**src/urlpd_pkg.sv**
```systemverilog
package urlpd_pkg;

    // Character codes
    localparam logic [7:0] CH_PERCENT = 8'h25;
    localparam logic [7:0] CH_PLUS    = 8'h2B;
    localparam logic [7:0] CH_SPACE   = 8'h20;

    // Configuration register indexes
    localparam int unsigned CFG_IDX_W  = 1;
    localparam int unsigned CFG_DATA_W = 1;
    localparam logic [CFG_IDX_W-1:0] CFG_WEB_MODE      = 1'b0;
    localparam logic [CFG_IDX_W-1:0] CFG_NULL_TO_SPACE = 1'b1;

    // Decoder states
    localparam logic [1:0] ST_IDLE = 2'd0;
    localparam logic [1:0] ST_PCT  = 2'd1;
    localparam logic [1:0] ST_HEX1 = 2'd2;

    localparam int unsigned MAX_RES = 3;

    // Mode bits shared by the decoder
    typedef struct packed {
        logic web_mode;
        logic null_to_space;
    } cfg_t;

    // Results caused by one accepted input transaction
    typedef struct packed {
        logic [1:0]                 cnt;
        logic                       dv;
        logic                       last;
        logic [MAX_RES-1:0][7:0]    bytes;
    } group_t;

    function automatic logic is_hex(input logic [7:0] c);
        return ((c >= 8'h30) && (c <= 8'h39)) ||
               ((c >= 8'h41) && (c <= 8'h46)) ||
               ((c >= 8'h61) && (c <= 8'h66));
    endfunction

    function automatic logic [3:0] hex_nib(input logic [7:0] c);
        logic [7:0] v;
        v = 8'h00;
        if (c <= 8'h39)
        begin
            v = c - 8'h30;
        end
        else if (c <= 8'h46)
        begin
            v = c - 8'h37;
        end
        else
        begin
            v = c - 8'h57;
        end
        return v[3:0];
    endfunction

endpackage

```
**src/urlpd_in_if.sv**
```systemverilog
interface urlpd_in_if;
    logic       valid;
    logic       ready;
    logic [7:0] in_byte;
    logic       in_last;

    modport source (output valid, output in_byte, output in_last, input ready);
    modport sink   (input valid, input in_byte, input in_last, output ready);
endinterface

```
**src/urlpd_out_if.sv**
```systemverilog
interface urlpd_out_if;
    logic       valid;
    logic       ready;
    logic [7:0] out_byte;
    logic       out_valid;
    logic       out_last;

    modport source (output valid, output out_byte, output out_valid, output out_last,
                    input ready);
    modport sink   (input valid, input out_byte, input out_valid, input out_last,
                    output ready);
endinterface

```
**src/urlpd_decode.sv**
```systemverilog
module urlpd_decode (
    input  logic            clk,
    input  logic            rst_n,
    input  urlpd_pkg::cfg_t cfg,
    input  logic            accept,
    input  logic [7:0]      in_byte,
    input  logic            in_last,
    output urlpd_pkg::group_t grp
);
    import urlpd_pkg::*;

    logic [1:0] pend_reg, pend_next;
    logic [7:0] held_reg, held_next;
    logic       zero_reg, zero_next;

    logic       hex_b;
    logic [7:0] dec_val;
    logic       p_is_pct;
    logic       p_emit;
    logic [7:0] p_byte;
    logic       zset;
    logic [MAX_RES-1:0]      slot_en;
    logic [MAX_RES-1:0][7:0] slot_byte;
    logic [1:0] n;

    // Classify the incoming character
    assign hex_b    = is_hex(in_byte);
    assign dec_val  = {hex_nib(held_reg), hex_nib(in_byte)};
    assign p_is_pct = (in_byte == CH_PERCENT);
    assign p_emit   = !p_is_pct || (in_last && !cfg.web_mode);
    assign p_byte   = (in_byte == CH_PLUS && cfg.web_mode) ? CH_SPACE : in_byte;

    // Resolve the escape sequence into up to three ordered slots
    always_comb
    begin
        pend_next = ST_IDLE;
        held_next = held_reg;
        zset      = 1'b0;
        slot_en   = '0;
        slot_byte = '0;
        slot_byte[0] = CH_PERCENT;
        slot_byte[1] = held_reg;
        case (pend_reg)
            ST_PCT:
            begin
                if (hex_b && !in_last)
                begin
                    pend_next = ST_HEX1;
                    held_next = in_byte;
                end
                else
                begin
                    slot_en[0]   = !cfg.web_mode;
                    slot_en[2]   = p_emit;
                    slot_byte[2] = p_byte;
                    if (p_is_pct && !in_last)
                    begin
                        pend_next = ST_PCT;
                    end
                end
            end
            ST_HEX1:
            begin
                if (hex_b)
                begin
                    if (dec_val == 8'h00)
                    begin
                        slot_en[2]   = cfg.null_to_space;
                        slot_byte[2] = CH_SPACE;
                        zset         = !cfg.null_to_space;
                    end
                    else
                    begin
                        slot_en[2]   = 1'b1;
                        slot_byte[2] = dec_val;
                    end
                end
                else
                begin
                    slot_en[0]   = !cfg.web_mode;
                    slot_en[1]   = 1'b1;
                    slot_en[2]   = p_emit;
                    slot_byte[2] = p_byte;
                    if (p_is_pct && !in_last)
                    begin
                        pend_next = ST_PCT;
                    end
                end
            end
            default:
            begin
                slot_en[2]   = p_emit;
                slot_byte[2] = p_byte;
                if (p_is_pct && !in_last)
                begin
                    pend_next = ST_PCT;
                end
            end
        endcase
        zero_next = in_last ? 1'b0 : (zero_reg | zset);
    end

    // Pack enabled slots in order; drop all data after a terminating zero
    always_comb
    begin
        n         = 2'd0;
        grp.bytes = '0;
        for (int k = 0; k < MAX_RES; k++)
        begin
            if (slot_en[k] && !zero_reg)
            begin
                grp.bytes[n] = slot_byte[k];
                n = n + 2'd1;
            end
        end
        grp.dv   = 1'b1;
        grp.last = in_last;
        grp.cnt  = n;
        if (in_last && n == 2'd0)
        begin
            grp.cnt = 2'd1;
            grp.dv  = 1'b0;
        end
    end

    // Advance decoder state on each accepted transaction
    always_ff @(posedge clk or negedge rst_n)
    begin
        if (!rst_n)
        begin
            pend_reg <= ST_IDLE;
            zero_reg <= 1'b0;
        end
        else if (accept)
        begin
            pend_reg <= pend_next;
            zero_reg <= zero_next;
        end
    end

    // Hold the first hex digit
    always_ff @(posedge clk)
    begin
        if (accept)
        begin
            held_reg <= held_next;
        end
    end

endmodule

```
**src/urlpd_emit.sv**
```systemverilog
module urlpd_emit (
    input  logic              clk,
    input  logic              rst_n,
    input  urlpd_pkg::group_t grp,
    input  logic              accept,
    output logic              load_ok,
    output logic              valid,
    input  logic              ready,
    output logic [7:0]        out_byte,
    output logic              out_valid,
    output logic              out_last
);
    import urlpd_pkg::*;

    logic [1:0]              cnt_reg;
    logic [MAX_RES-1:0][7:0] bytes_reg;
    logic                    dv_reg;
    logic                    last_reg;
    logic                    take;

    assign take      = valid && ready;
    assign valid     = (cnt_reg != 2'd0);
    assign load_ok   = (cnt_reg == 2'd0) || (cnt_reg == 2'd1 && ready);
    assign out_byte  = bytes_reg[0];
    assign out_valid = dv_reg;
    assign out_last  = last_reg && (cnt_reg == 2'd1);

    // Track how many results remain
    always_ff @(posedge clk or negedge rst_n)
    begin
        if (!rst_n)
        begin
            cnt_reg <= 2'd0;
        end
        else if (accept)
        begin
            cnt_reg <= grp.cnt;
        end
        else if (take)
        begin
            cnt_reg <= cnt_reg - 2'd1;
        end
    end

    // Load a new group or shift the next result to the head
    always_ff @(posedge clk)
    begin
        if (accept)
        begin
            bytes_reg <= grp.bytes;
            dv_reg    <= grp.dv;
            last_reg  <= grp.last;
        end
        else if (take)
        begin
            bytes_reg <= {8'h00, bytes_reg[2], bytes_reg[1]};
        end
    end

endmodule

```
**src/url_percent_decoder.sv**
```systemverilog
// Streaming URL percent decoder.
// Input channel in_ch carries one encoded character per transaction
// (in_byte, in_last marks the end of a string). Output channel out_ch
// carries decoded characters (out_byte), with out_valid low on an
// end-only marker and out_last set on the final result of each string.
// A transaction causes zero to three results: a lone percent sign and a
// held hex digit can be flushed together with the current character.
// Results appear in the cycle after the input transaction, from a result
// register. Throughput is one input transaction per cycle while each one
// yields at most one result and the receiver is ready; a transaction with
// more results holds the input side until its last result is being taken,
// as the result register shifts out one result per cycle with ready high.
// Modes are written through cfg_we/cfg_idx/cfg_data (0 web mode: plus to
// space, bad-escape percent dropped; 1 decoded zero to space) by the
// user, only while idle; the block does not enforce it. Reset (rst_n low)
// clears pending escape state and empties the result register; web mode
// returns to 1, zero-to-space to 0. On a receiver stall the head result
// holds; in_ch.ready drops once the register cannot take the next group.
module url_percent_decoder (
    input  logic                               clk,
    input  logic                               rst_n,
    urlpd_in_if.sink                           in_ch,
    urlpd_out_if.source                        out_ch,
    input  logic                               cfg_we,
    input  logic [urlpd_pkg::CFG_IDX_W-1:0]    cfg_idx,
    input  logic [urlpd_pkg::CFG_DATA_W-1:0]   cfg_data
);
    import urlpd_pkg::*;

    logic   web_mode_reg;
    logic   null_to_space_reg;
    cfg_t   cfg;
    group_t grp;
    logic   load_ok;
    logic   accept;

    // Mode registers
    always_ff @(posedge clk or negedge rst_n)
    begin
        if (!rst_n)
        begin
            web_mode_reg      <= 1'b1;
            null_to_space_reg <= 1'b0;
        end
        else if (cfg_we)
        begin
            case (cfg_idx)
                CFG_WEB_MODE:      web_mode_reg      <= cfg_data[0];
                CFG_NULL_TO_SPACE: null_to_space_reg <= cfg_data[0];
                default:           ;
            endcase
        end
    end

    assign cfg.web_mode      = web_mode_reg;
    assign cfg.null_to_space = null_to_space_reg;

    assign in_ch.ready = load_ok;
    assign accept      = in_ch.valid && load_ok;

    urlpd_decode u_decode (
        .clk     (clk),
        .rst_n   (rst_n),
        .cfg     (cfg),
        .accept  (accept),
        .in_byte (in_ch.in_byte),
        .in_last (in_ch.in_last),
        .grp     (grp)
    );

    urlpd_emit u_emit (
        .clk       (clk),
        .rst_n     (rst_n),
        .grp       (grp),
        .accept    (accept),
        .load_ok   (load_ok),
        .valid     (out_ch.valid),
        .ready     (out_ch.ready),
        .out_byte  (out_ch.out_byte),
        .out_valid (out_ch.out_valid),
        .out_last  (out_ch.out_last)
    );

endmodule

```
**src/flat_wrapper.sv**
```systemverilog
// flat-port wrapper written by rule: the top's interface ports become plain ports
module url_percent_decoder_flat import urlpd_pkg::*;
  (clk, rst_n, cfg_we, cfg_idx, cfg_data, in_ch_valid, in_ch_in_byte, in_ch_in_last, in_ch_ready, out_ch_valid, out_ch_out_byte, out_ch_out_valid, out_ch_out_last, out_ch_ready);
  urlpd_in_if in_ch_i ();
  urlpd_out_if out_ch_i ();
  input  logic clk;
  input  logic rst_n;
  input  logic cfg_we;
  input  logic [urlpd_pkg::CFG_IDX_W-1:0] cfg_idx;
  input  logic [urlpd_pkg::CFG_DATA_W-1:0] cfg_data;
  input wire logic [$bits(in_ch_i.valid)-1:0] in_ch_valid;
  input wire logic [$bits(in_ch_i.in_byte)-1:0] in_ch_in_byte;
  input wire logic [$bits(in_ch_i.in_last)-1:0] in_ch_in_last;
  output wire logic [$bits(in_ch_i.ready)-1:0] in_ch_ready;
  output wire logic [$bits(out_ch_i.valid)-1:0] out_ch_valid;
  output wire logic [$bits(out_ch_i.out_byte)-1:0] out_ch_out_byte;
  output wire logic [$bits(out_ch_i.out_valid)-1:0] out_ch_out_valid;
  output wire logic [$bits(out_ch_i.out_last)-1:0] out_ch_out_last;
  input wire logic [$bits(out_ch_i.ready)-1:0] out_ch_ready;
  assign in_ch_i.valid = in_ch_valid;
  assign in_ch_i.in_byte = in_ch_in_byte;
  assign in_ch_i.in_last = in_ch_in_last;
  assign in_ch_ready = in_ch_i.ready;
  assign out_ch_valid = out_ch_i.valid;
  assign out_ch_out_byte = out_ch_i.out_byte;
  assign out_ch_out_valid = out_ch_i.out_valid;
  assign out_ch_out_last = out_ch_i.out_last;
  assign out_ch_i.ready = out_ch_ready;
  url_percent_decoder u_core (.clk(clk), .rst_n(rst_n), .in_ch(in_ch_i), .out_ch(out_ch_i), .cfg_we(cfg_we), .cfg_idx(cfg_idx), .cfg_data(cfg_data));
endmodule
```
**config.mk**
```make
export PLATFORM = sky130hd
export DESIGN_NAME = url_percent_decoder_flat
export DESIGN_NICKNAME = d
export VERILOG_FILES = /design/src/urlpd_pkg.sv /design/src/urlpd_in_if.sv /design/src/urlpd_out_if.sv /design/src/urlpd_decode.sv /design/src/urlpd_emit.sv /design/src/url_percent_decoder.sv /design/src/flat_wrapper.sv
export SDC_FILE = /design/constraint.sdc
export NUM_CORES = 1
export LEC_CHECK = 0
export ABC_AREA = 1
export BUFFER_PORTS_ARGS = -buffer_cell sky130_fd_sc_hd__buf_2
export CORE_ASPECT_RATIO = 1.25
export CORE_UTILIZATION = 65
export CTS_CLUSTER_SIZE = 10
export DETAILED_ROUTE_END_ITERATION = 16
export MAX_ROUTING_LAYER = met4
export PLACE_DENSITY_LB_ADDON = 0.15
export SETUP_SLACK_MARGIN = 0.4
export SYNTH_ARGS = -nofsm -noshare
export SYNTH_HDL_FRONTEND = slang
export SYNTH_HIERARCHICAL = 1
export SYNTH_SLANG_ARGS = --single-unit
export TNS_END_PERCENT = 10
```
**constraint.sdc**
```tcl
create_clock -name clk -period 5.95 [get_ports clk]
set_input_delay 0.2975 -clock clk [delete_from_list [all_inputs] [get_ports clk]]
set_output_delay 0.2975 -clock clk [all_outputs]
set_load 0.05 [all_outputs]
```
==> impl_metrics.yaml, run 1 <==
logic_synthesis:
  syn_nets: 467
  syn_area_per_cell_um2: 7.17
  ys_warn_count: 6
  ys_seq_area_share_pct: 38.2
  yosys_register_bits: 41
  syn_inst: 437
  ys_types: 34
  synth.cell_area_um2: 3130
worst_setup_path:
  crit_chain: "inv_1, ha_1, inv_1, nand2_1, nand2_1, inv_1, inv_2, nand2_1"
  cp.buffers_inverters: 4
  crit_family: "buffers and inverters"
  cp.arrival_ns: 3.13
  path_class: "flip-flop to flip-flop"
  startpoint: "u_core/u_emit/cnt_reg[0]$_DFFE_PN0P_"
  critPathMaxFanout: 37
  crit_slowest_cell: "nand2_1"
  cp-start-kind: "flip-flop"
  end_kind: "flip-flop"
  r2r-start: "u_core/u_emit/cnt_reg[0]$_DFFE_PN0P_"
  worst-endpoint-required_ns: 5.87
  max_stage_delay_ns: 0.87
placed_design:
  gp_congestion: 0.980
  placed_area_um2: 3210
  port_buffers: 27
  hpwl_mm: 5.14
  dp_cells: 506
  place_ws_ns: 2.82
die:
  rows: 27
  initial_utilization_pct: 69.2
  die_area_um2: 5110
  dieHeight_um: 79.6
  pin_count: 28
  coreArea_um2: 4530
  die_x_um: 64.1
route:
  viasPerCell: 5.45
  met3_length_um: 332
  met2WireLength_mm: 3.57
  drc: 0
  wl_met1_mm: 2.64
  ant_nets: 0
  wl_mm: 6.79
  wl_per_cell_um: 13.2
  highest_layer: "met4"
  dr.pass1.iters: 5
  num_vias: 2807
  drtIter0Drc: 309
global_route:
  grt_pass1_wl_mm: 11.5
  grt_max_degree: 38
  grt-ovfl-total: 0
  gr-usage-all-layers_pct: 30.1
  antenna_found_initial: 0
  grt_pass1_vias: 2641
sta:
  finalHoldViolations: 0
  worst_slack_ns: 2.73
  skew_ns: 0.00379
  slew_viol_final: 0
  rsz0062_at_grt: "no"
  max_slew_margin_pct: 30.7
  tightest_slew_ns: 1.04
  finalSetupTns_ns: 0
  setup_viol: 0
  fin_crit_sh_pct: 54.1
  post-route-min-period_ns: 3.22
  fmax_mhz: 311
finish:
  final_cells: 515
  syn2layout_area_growth_pct: 6.11
  largest_register_ffs: 16
  diodes: 0
  drive_gt1_share_pct: 14.2
  finalNetCount: 486
  final_area_um2: 3330
  final_common_cell: "nand2_1"
  layout_common_cells: "nand2_1 (178), inv_1 (58), nand3_1 (35), edfxtp_1 (34), buf_2 (27)"
hold_path:
  hp-class: "primary input to flip-flop"
  min-delay-start: "cfg_data"
clock_network:
  cts_max_level: 2
  numCtsBuffers: 5
  cts_buffer_depth: 2
  ctsResizeCount: 0
  cts-root-buf: "clkbuf_8"
  postCtsHoldBufs: 1
  cts.sinks: 41
  clkTransAtPathRegs_ns: 0.08
  cts_tree: "done"
  post-cts-setup-buffer-count: 0
  clock_latency_ns: 0.29
power_and_ir_drop:
  powerDensity_nw_per_um2: 330
  finalPower_mw: 1.10
  ir_drop_v: 0.000120
  leakagePower_nw: 1.73
run:
  drv_cap: 0
run_status:
  status: "finished clean"
==> Yosys cell counts, drive strengths merged <==
cell type | number | share of area, %
a2bb2oi | 1 | 0.28
nand2 | 188 | 24
nor2 | 26 | 4.1
nand4 | 5 | 1.0
dfrtp | 6 | 4.8
o211ai | 1 | 0.24
xnor2 | 2 | 0.56
a21oi | 6 | 1.1
o22ai | 1 | 0.20
o311ai | 1 | 0.28
buf | 16 | 4.4
dfstp | 1 | 0.84
nand3 | 39 | 7.1
edfxtp | 34 | 33
o21ai | 23 | 3.9
nor3 | 7 | 1.3
ha | 14 | 5.6
inv | 65 | 7.8
a22oi | 1 | 0.24
==> worst min-delay path: cells and delay by family <==
kind          cells  cell delay, ns
buf+inv           1            0.10
simple gates      2            0.12
==> report_power, final <==
| group | switching, mW | internal [mW] |
|---|---|---|
| Sequential | 0.0294 | 0.438 |
| Combinational | 0.323 | 0.0850 |
| Clock | 0.0978 | 0.123 |
==> through the flow <==
stage	hold WS [ns]	utilization, %
after floorplan	0.00191	-
after global placement	0.138	70.8
after detailed placement	0.140	70.8
after CTS	0.214	73.5
after global routing	0.259	73.5
final	0.225	73.5
==> layer usage <==
layer,track usage [%],vias to the layer above
met1,31.4,1246
met2,56.1,121
met5,-,-
li1,-,1410
met4,11.1,0
met3,5.29,30
==> layout make-up <==
type | instances | area, um2
Clock buffer | 5 | 68.8
Clock inverter | 3 | 41.3
Fill cell | 369 | 1200
Inverter | 65 | 244
Multi-Input combinational cell | 315 | 1560
Sequential cell | 41 | 1200
Tap cell | 58 | 72.6
Timing Repair Buffer | 28 | 145
==> path summary, 6_finish.rpt <==
path / end / slack (ns) / cells after the start
max in group asynchronous: u_core/web_mode_reg$_DFFE_PN1P_ / 5.32 / 2
setup reg to reg: u_core/u_emit/bytes_reg[10]$_DFFE_PP_ / 2.73 / 8
min in group asynchronous: u_core/u_emit/cnt_reg[0]$_DFFE_PN0P_ / 0.40 / 2
setup / recovery: u_core/u_emit/bytes_reg[10]$_DFFE_PP_ / 2.73 / 8
hold reg to reg: u_core/web_mode_reg$_DFFE_PN1P_ / 0.50 / 2
hold / removal: u_core/web_mode_reg$_DFFE_PN1P_ / 0.22 / 3
==> cell families after synthesis <==
kind of cell / synth area share, %
AOI/OAI and AO/OA: 6.23
xor gates and xnor gates: 0.559
adders and majority gates: 5.59
buffers and inverters: 12.1
DFF: 38.2
and+or+nand+nor: 37.3
Power figures use the tool's default switching activity.
==> run 2: changes to the inputs <==
--- a/config.mk
+++ b/config.mk
@@ -5,10 +5,10 @@
 export SDC_FILE = /design/constraint.sdc
 export NUM_CORES = 1
 export LEC_CHECK = 0
-export ABC_AREA = 1
+export ABC_AREA = 0
 export BUFFER_PORTS_ARGS = -buffer_cell sky130_fd_sc_hd__buf_2
 export CORE_ASPECT_RATIO = 1.25
-export CORE_UTILIZATION = 65
+export CORE_UTILIZATION = 54
 export CTS_CLUSTER_SIZE = 10
 export DETAILED_ROUTE_END_ITERATION = 16
 export MAX_ROUTING_LAYER = met4
==> constraint.sdc (replaced) <==
create_clock -name clk -period 2.7 [get_ports clk]
set_input_delay 0.135 -clock clk [delete_from_list [all_inputs] [get_ports clk]]
set_output_delay 0.135 -clock clk [all_outputs]
set_load 0.05 [all_outputs]
==> run 2 against run 1 <==
The flow now finishes with violations (negative setup slack). Critical path depth is 3 higher. Worst hold slack worse by 0.13 ns. Synthesized area is 5.8% lower. Worst setup slack worse by 2.7 ns. Sequential cell count stayed put. Total power is 120% higher. Wire length is 0.88% lower. Synthesized cell count is 35% lower. Maximum frequency is 19% higher. Sequential power is 110% higher. First-iteration DRC count is 38% lower.
==> impl_metrics.yaml, run 2 <==
run_status:
  status: "finished, violations left"
  violations: "negative setup slack"
run:
  drv_cap: 0
sta:
  skew_ns: 0.00569
  worst_slack_ns: -0.00519
  fin_crit_sh_pct: 100
  tightest_slew_ns: 0.580
  rsz0062_at_grt: "yes"
  holdWs_ns: 0.0988
  slew_viol_final: 0
  post-route-min-period_ns: 2.71
  max_slew_margin_pct: 61.3
  finalSetupTns_ns: -0.00519
  fmax_mhz: 370
  finalHoldViolations: 0
  setup_viol: 1
placed_design:
  dp_cells: 403
  place_ws_ns: -0.407
  hpwl_mm: 5.09
  gp_congestion: 0.928
  port_buffers: 27
  placed_area_um2: 3450
route:
  wl_mm: 6.73
  drtIter0Drc: 193
  dr.pass1.iters: 4
  num_vias: 2390
  wl_per_cell_um: 16.1
  viasPerCell: 5.72
  drc: 0
  ant_nets: 0
worst_setup_path:
  critPathMaxFanout: 3
  cp.arrival_ns: 2.87
  end_kind: "flip-flop"
  cp-start-kind: "flip-flop"
  cp.buffers_inverters: 2
  setup.worst_path.end: "u_core/u_emit/bytes_reg[13]$_DFFE_PP_"
  crit_family: "simple AND/OR/NAND/NOR gates"
  path_class: "flip-flop to flip-flop"
  startpoint: "u_core/u_decode/held_reg[0]$_DFFE_PP_"
  worst-endpoint-required_ns: 2.87
  crit_top_cell: "buf_4"
  r2r-start: "u_core/u_decode/held_reg[0]$_DFFE_PP_"
  r2r_cells: 11
  max_stage_delay_ns: 0.47
  crit_slowest_cell: "nor4_1"
  ff2ff_setup_slack_ns: -0.005
  critical_path_depth: 11
  crit_chain: "buf_4, ha_4, o21ba_1, o21a_2, mux2i_4, nor4_1, and3_1, a211oi_2, buf_4, mux2i_1, mux2_2"
  reg2reg_to: "u_core/u_emit/bytes_reg[13]$_DFFE_PP_"
clock_network:
  cts_max_level: 2
  clkTransAtPathRegs_ns: 0.08
  cts.sinks: 41
  numCtsBuffers: 5
  clock_latency_ns: 0.29
  cts-root-buf: "clkbuf_8"
  cts_buffer_depth: 2
  cts_tree: "done"
finish:
  post-route-util_pct: 71.7
  final_common_cell: "buf_4"
  final_area_um2: 3690
  finalNetCount: 385
  syn2layout_area_growth_pct: 25.0
  diodes: 0
  layout_common_cells: "buf_4 (51), edfxtp_1 (34), nand2_1 (28), buf_2 (27), nor2_1 (19)"
  final_cells: 418
  nFillCells: 381
  drive_gt1_share_pct: 36.5
  largest_register_ffs: 16
logic_synthesis:
  ys_warn_count: 6
  synth_top_area_share_pct: 34.6
  ys_types: 63
  syn_inst: 285
  async_flop_share_pct: 17.1
  yosysMostFrequentCell: "edfxtp_1"
  syn_nets: 315
  yosys.area.top_type: "edfxtp_1"
  synth_edf_count: 34
  synth_commonest_cells: "edfxtp_1 (34), nand2_1 (29), mux2i_1 (19), nor2_1 (19), mux2_2 (17)"
  yosys_register_bits: 41
  syn_area_per_cell_um2: 10.4
  synth.cell_area_um2: 2950
  ys_seq_area_share_pct: 40.6
  synth_ff_type: "edfxtp_1"
  synthTopCellsByArea: "edfxtp_1 (35%), mux2_2 (6.5%), mux2i_1 (6.4%)"
die:
  coreArea_um2: 5150
  pin_count: 28
  die_area_um2: 5770
  die_x_um: 68.1
  initial_utilization_pct: 57.3
  dieHeight_um: 84.7
  rows: 29
power_and_ir_drop:
  powerDensity_nw_per_um2: 652
  ir_drop_v: 0.000349
  finalPower_mw: 2.41
  leakagePower_nw: 1.63
global_route:
  grt_max_degree: 25
  gr-usage-all-layers_pct: 26.6
  grt-ovfl-total: 0
  grt_pass1_wl_mm: 11.2
  antenna_found_initial: 0
  grt_pass1_vias: 2401
hold_path:
  hp-class: "primary input to flip-flop"
[run 2: cell types whose count changed after synthesis, sizes merged, moves of 4 or more]
cell | previous run | this run
nand2 | 188 | 30
inv | 65 | 16
nand3 | 39 | 5
mux2i | 0 | 19
mux2 | 0 | 18
o21ai | 23 | 10
and2 | 0 | 11
nor2 | 26 | 19
nand2b | 0 | 6
nand4 | 5 | 0
a211oi | 0 | 4
and3 | 0 | 4
[run 2: worst min path at each step]
stage             start                                    to  slack, ns  cells after the start
2_1_floorplan     rst_n  u_core/null_to_space_reg$_DFFE_PN0P_      -0.16                      0
3_3_place_gp      rst_n  u_core/u_emit/cnt_reg[0]$_DFFE_PN0P_      -0.02                      1
3_5_place_dp      rst_n  u_core/u_emit/cnt_reg[0]$_DFFE_PN0P_      -0.02                      1
4_1_cts        cfg_data  u_core/null_to_space_reg$_DFFE_PN0P_       0.09                      2
5_1_grt        cfg_data  u_core/null_to_space_reg$_DFFE_PN0P_       0.09                      2
6_report       cfg_data  u_core/null_to_space_reg$_DFFE_PN0P_        0.1                      2
[run 2: cell type report]
type	count	area [um2]	area share (%)
clock inverters	3	41.3	1.12
multi-input cells	209	1670	45.3
flip-flops and latches	41	1200	32.4
inverters	16	62.6	1.69
clock buffers	5	68.8	1.86
well taps	62	77.6	2.10
repair buffers	82	571	15.5
[run 2: report_power, final]
part	leakage (nW)	internal (mW)	switching (mW)
clock network	0.0518	0.272	0.217
logic	1.16	0.300	0.615
registers	0.418	0.952	0.0514
total	1.63	1.52	0.884
[run 2: repair_timing]
action	CTS	global route
endpoints found under the hold margin	7	0
gates resized for setup	9	4
endpoints found under the setup margin	27	27
setup buffers	6	0
pin swaps	4	0
cloned	0	0
hold buffers	1	0
[run 2: cells by family (layout without fill, tap and decap cells)]
kind of cell               Yosys count  count (layout)  share of synthesized area, %
buffers and inverters               35             106                          6.10
DFF                                 41              41                          40.6
adders and majority gates           14              14                          5.93
xor gates and xnor gates             2               2                         0.593
and+or+nand+nor                     99              99                          17.3
muxes                               37              37                          13.4
AOI/OAI and AO/OA                   57              57                          16.1
[run 2: metal layers]
layer	routed length (um)	global-route usage, %	share of wire, %
met5	0	-	0
met1	2900	31.4	43
met2	3490	43.8	52
met3	174	4.08	2.6
met4	170	11.2	2.5
